`src/rtl/core/kwm_pkg.sv`:
```
// ----------------------------------------------------------------------------
// kwm_pkg
// Shared constants of the K-weighted short-term meter: field widths, register
// indexes, register reset values and default window lengths.
// ----------------------------------------------------------------------------
package kwm_pkg;

	// field and datapath widths
	localparam int SAMPLE_W = 24;
	localparam int COEF_W   = 32;
	localparam int HOP_W    = 16;
	localparam int SIG_W    = 40;
	localparam int OUT_W    = 42;
	localparam int SUM_W    = 64;
	localparam int CFG_IDX_W = 3;
	localparam int MAX_CH   = 2;

	// default window lengths in hops and channel count
	localparam int DEF_BLOCK_HOPS      = 4;
	localparam int DEF_SHORT_TERM_HOPS = 30;
	localparam int DEF_CHANNELS        = 2;

	// register indexes
	localparam logic [CFG_IDX_W-1:0] REG_SHELF_B0    = 3'd0;
	localparam logic [CFG_IDX_W-1:0] REG_SHELF_B1    = 3'd1;
	localparam logic [CFG_IDX_W-1:0] REG_SHELF_B2    = 3'd2;
	localparam logic [CFG_IDX_W-1:0] REG_SHELF_A1    = 3'd3;
	localparam logic [CFG_IDX_W-1:0] REG_SHELF_A2    = 3'd4;
	localparam logic [CFG_IDX_W-1:0] REG_HIGHPASS_A1 = 3'd5;
	localparam logic [CFG_IDX_W-1:0] REG_HIGHPASS_A2 = 3'd6;
	localparam logic [CFG_IDX_W-1:0] REG_HOP_SAMPLES = 3'd7;

	// register reset values
	localparam logic signed [COEF_W-1:0] RST_SHELF_B0    = 32'sd411043185;
	localparam logic signed [COEF_W-1:0] RST_SHELF_B1    = -32'sd723058035;
	localparam logic signed [COEF_W-1:0] RST_SHELF_B2    = 32'sd319171050;
	localparam logic signed [COEF_W-1:0] RST_SHELF_A1    = -32'sd453857064;
	localparam logic signed [COEF_W-1:0] RST_SHELF_A2    = 32'sd191113264;
	localparam logic signed [COEF_W-1:0] RST_HIGHPASS_A1 = -32'sd536080637;
	localparam logic signed [COEF_W-1:0] RST_HIGHPASS_A2 = 32'sd267356106;
	localparam logic [HOP_W-1:0]         RST_HOP_SAMPLES = 16'd4800;

	// saturated output value
	localparam logic [OUT_W-1:0] OUT_MAX = {OUT_W{1'b1}};

endpackage

```
`src/rtl/core/kwm_divider.sv`:
```
// ----------------------------------------------------------------------------
// kwm_divider
// Restoring unsigned divider, one quotient bit per cycle.
// ----------------------------------------------------------------------------
module kwm_divider import kwm_pkg::*; #(
	parameter int DVD_W = SUM_W,
	parameter int DVS_W = 22
) (
	input  logic             clk,
	input  logic             arst_n,
	input  logic             start,
	input  logic [DVD_W-1:0] dividend,
	input  logic [DVS_W-1:0] divisor,
	output logic             done,
	output logic [DVD_W-1:0] quotient
);

	localparam int CNT_W = $clog2(DVD_W);

	logic [DVD_W-1:0] quo_q;
	logic [DVS_W-1:0] rem_q;
	logic [DVS_W-1:0] dvs_q;
	logic [CNT_W-1:0] cnt_q;
	logic             run_q;
	logic             done_q;
	logic [DVS_W:0]   rem_sh;
	logic [DVS_W:0]   diff;
	logic             fits;

	// trial subtraction
	assign rem_sh = {rem_q, quo_q[DVD_W-1]};
	assign diff   = rem_sh - {1'b0, dvs_q};
	assign fits   = (rem_sh >= {1'b0, dvs_q});

	// control
	always_ff @(posedge clk or negedge arst_n) begin
		if (!arst_n) begin
			run_q  <= 1'b0;
			done_q <= 1'b0;
			cnt_q  <= '0;
		end else begin
			done_q <= 1'b0;
			if (start) begin
				run_q <= 1'b1;
				cnt_q <= '0;
			end else if (run_q) begin
				cnt_q <= cnt_q + 1'b1;
				if (cnt_q == CNT_W'(DVD_W - 1)) begin
					run_q  <= 1'b0;
					done_q <= 1'b1;
				end
			end
		end
	end

	// datapath
	always_ff @(posedge clk) begin
		if (start) begin
			quo_q <= dividend;
			rem_q <= '0;
			dvs_q <= divisor;
		end else if (run_q) begin
			quo_q <= {quo_q[DVD_W-2:0], fits};
			rem_q <= fits ? diff[DVS_W-1:0] : rem_sh[DVS_W-1:0];
		end
	end

	assign done     = done_q;
	assign quotient = quo_q;

endmodule
```
`config.mk`:
```
export PLATFORM = sky130hd
export DESIGN_NAME = kwm_divider
export DESIGN_NICKNAME = d
export VERILOG_FILES = /design/src/rtl/core/kwm_pkg.sv /design/src/rtl/core/kwm_divider.sv
export SDC_FILE = /design/constraint.sdc
export NUM_CORES = 1
export LEC_CHECK = 0
export ABC_AREA = 1
export BUFFER_PORTS_ARGS = -buffer_cell sky130_fd_sc_hd__buf_4
export CAP_MARGIN = 20
export CORE_UTILIZATION = 55
export CTS_CLUSTER_SIZE = 14
export DETAILED_ROUTE_END_ITERATION = 8
export HOLD_SLACK_MARGIN = 0.06
export PLACE_DENSITY_LB_ADDON = 0.12
export RECOVER_POWER = 25
export SLEW_MARGIN = 20
export SYNTH_ARGS = -nofsm -noshare
export SYNTH_HDL_FRONTEND = slang
export SYNTH_SLANG_ARGS = --single-unit
export TNS_END_PERCENT = 1
```
`constraint.sdc`:
```
create_clock -name clk -period 3.6 [get_ports clk]
set_clock_uncertainty 0.1 [all_clocks]
set_input_delay 0 -clock clk [delete_from_list [all_inputs] [get_ports clk]]
set_output_delay 0 -clock clk [all_outputs]
set_load 0.05 [all_outputs]
```
==> flow_summary.yaml <==
clock_tree:
  post_cts_buffers: 0
  cts_tree: "yes"
  clk_pin_slew_worst_paths_ns: 0.06
  ctsRootBufferMaster: "clkbuf_16"
  h-tree-depth: 4
  cts-resized-gates: 0
  clock_path_buffers: 2
  cts_sinks: 116
  clk_latency_ns: 0.42
  numCtsBuffers: 17
worst_hold_path:
  hold_path_class: "primary input to flop"
route:
  vias: 6451
  drt-total-wl_mm: 19.2
  drc: 2
  ant_nets: 0
  drt-pass1-iter-count: 7
  via_per_inst: 5.24
  route.detailed.wl_per_inst_um: 15.6
  drtIter0Drc: 460
yosys:
  synth_area_leaders: "edfxtp_1 (39%), nand2_1 (22%), dfxtp_1 (6.7%)"
  synth-edff-count: 86
  synthCells: 833
  ys_top_cells_by_count: "nand2_1 (380), inv_1 (108), edfxtp_1 (86), nand3_1 (51), nor2_1 (34)"
  synthesis.area_sq_mm: 0.00659
  yosys_warnings: 0
  ys_ff_latch: 116
  ys_types: 39
  avgSynthCellArea_sq_um: 7.91
  async_flop_share: 0.0690
  yosysTopAreaCell: "edfxtp_1"
  yosysMostFrequentCell: "nand2_1"
  synth_ff_type: "edfxtp_1"
  synth_top_area_frac: 0.392
  yosysSeqAreaShare: 0.489
  syn_nets: 946
critical_path:
  r2r_end: "rem_q[18]$_SDFFE_PP0P_"
  cp-end-kind: "flop"
  cp-startpoint: "dvs_q[17]$_DFFE_PP_"
  crit_end: "rem_q[18]$_SDFFE_PP0P_"
  timing.rr.start: "dvs_q[17]$_DFFE_PP_"
  path_class: "flop to flop"
  worst-path-max-fanout: 14
  ff2ff_path_depth: 15
  arrival_ns: 2.61
  reg2reg_slack_ns: 1.21
  crit_path_start_kind: "flop"
  cp.required_ns: 3.82
placement:
  gp_congestion: 0.938
  dpl.hpwl_mm: 11.5
  place_area_sq_mm: 0.00782
  dp.cells: 1111
  portBuffers: 153
grt:
  grt_max_degree: 87
  track_usage: 0.325
  grt_pass1_wl_mm: 31.3
  gr-total-overflow: 0
  antenna_found_initial: 0
  grt_pass1_vias: 6487
die:
  floorplan.die_area_sq_mm: 0.0124
  core-area_sq_mm: 0.0116
  die-width_um: 111
  die_height_um: 111
  design.portCount: 154
  row_count: 39
  initial_core_util: 0.570
final_layout:
  final_core_util: 0.797
  finalInstanceArea_sq_mm: 0.00922
  nets: 1189
  final_cells: 1232
  area_growth_pct: 40.0
  drive_above_1_share: 0.173
  diodes: 0
flow_run:
  cap_violations: 0
status:
  violations: "design-rule violations"
  outcome: "finished with violations"
timing:
  min_period_ns: 2.39
  whs_ns: 0.212
  maxSlewHeadroom: 0.356
  grt_setup_unrepaired: "no"
  min_period_over_period: 0.663
  tightest_slew_ns: 0.966
  finalHoldViolCount: 0
  slew_viol_final: 0
  max_freq_mhz: 419
  setup_viol_count_final: 0
  setup_tns_ns: 0
pwr:
  peakVddDrop_v: 0.000424
  p_per_area_mw_per_mm2: 619
  leakage_uw: 0.00464
[sequential cells by signal (all words and copies together) (netlist names)]
signal    count
run_q         1
quotient     64
done          1
rem_q        22
dvs_q        22
cnt_q         6
[per-stage QoR]
stage | total power, uW | setup WS, ns
global placement | 3730 | 1.29
CTS | 5710 | 1.19
detailed placement | 3750 | 1.19
floorplan | 3300 | 0.499
finish | 5700 | 1.21
global route | 6020 | 0.964
[layout by cell type, fill, tap and decap left out, types with 23 or more instances in the layout]
cell           Yosys  routed
nand3_1           51      51
dlygate4sd3_1      0      89
inv_1            108     107
nand2_1          380     380
buf_4              0      97
clkbuf_4           1      23
ha_1              23      23
clkbuf_1          16      38
nor2_1            34      34
edfxtp_1          86      86
[timing repair]
| item | 4_1_cts | 5_1_grt |
|---|---|---|
| hold endpoints to repair | 108 | 0 |
| hold buffers | 89 | 0 |
| setup endpoints to repair | 0 | 0 |
[per-layer routing]
layer / share of wire / vias up / track usage
met5: 0 / - / 0
met4: 0.040 / 0 / 0.168
met3: 0.088 / 70 / 0.0942
met2: 0.48 / 326 / 0.543
met1: 0.39 / 2935 / 0.381
li1: - / 3120 / -
[report_power, final]
group	leakage, uW	switching [uW]	total [uW]	internal [uW]
clock	0.000311	649	1880	1230
combinational	0.00312	1330	2060	734
sequential	0.00121	122	1760	1630
total	0.00464	2100	5700	3600
[critical path, stage by stage (launching register included)]
cell and delay, ns:
edfxtp_1 0.32, inv_1 0.04, ha_1 0.33, nand2_1 0.15, inv_1 0.05, nand2_1 0.12
nor2_1 0.07, nand2_1 0.07, nand2_2 0.05, nor2_2 0.35, buf_4 0.33, nand3_1 0.11
nand2_1 0.07, inv_1 0.04, nand2_1 0.05, nand2_1 0.04
[final cells by class]
cell class                      count  area, sq um
Multi-Input combinational cell    582         2790
Clock buffer                       17          425
Tap cell                          143          179
Clock inverter                     15          226
Inverter                          111          417
Sequential cell                   116         3220
Fill cell                         741         2350
Timing Repair Buffer              248         1950
[logic make-up (layout without fill, tap and decap cells)]
logic type / count (synthesis) / in the layout / share of synthesized area
AO/OA/AOI/OAI: 38 / 38 / 0.0344
XOR/XNOR: 9 / 9 / 0.0120
adder cells (fa/ha/maj): 24 / 24 / 0.0467
buffers and inverters: 135 / 391 / 0.0864
flip-flops: 116 / 116 / 0.489
AND/OR/NAND/NOR: 511 / 511 / 0.331
[how the worst min path moves through the flow]
stage | endpoint | slack [ns] | from | depth (start not counted)
after floorplan | cnt_q[0]$_DFFE_PN0P_ | -0.40 | arst_n | 0
after CTS | dvs_q[4]$_DFFE_PP_ | 0.19 | divisor[4] | 2
final | dvs_q[2]$_DFFE_PP_ | 0.21 | divisor[2] | 2
after global placement | run_q$_DFF_PN0_ | -0.27 | arst_n | 1
after detailed placement | done$_DFF_PN0_ | -0.27 | arst_n | 1
after global routing | dvs_q[2]$_DFFE_PP_ | 0.20 | divisor[2] | 2
Power figures use the tool's default switching activity.
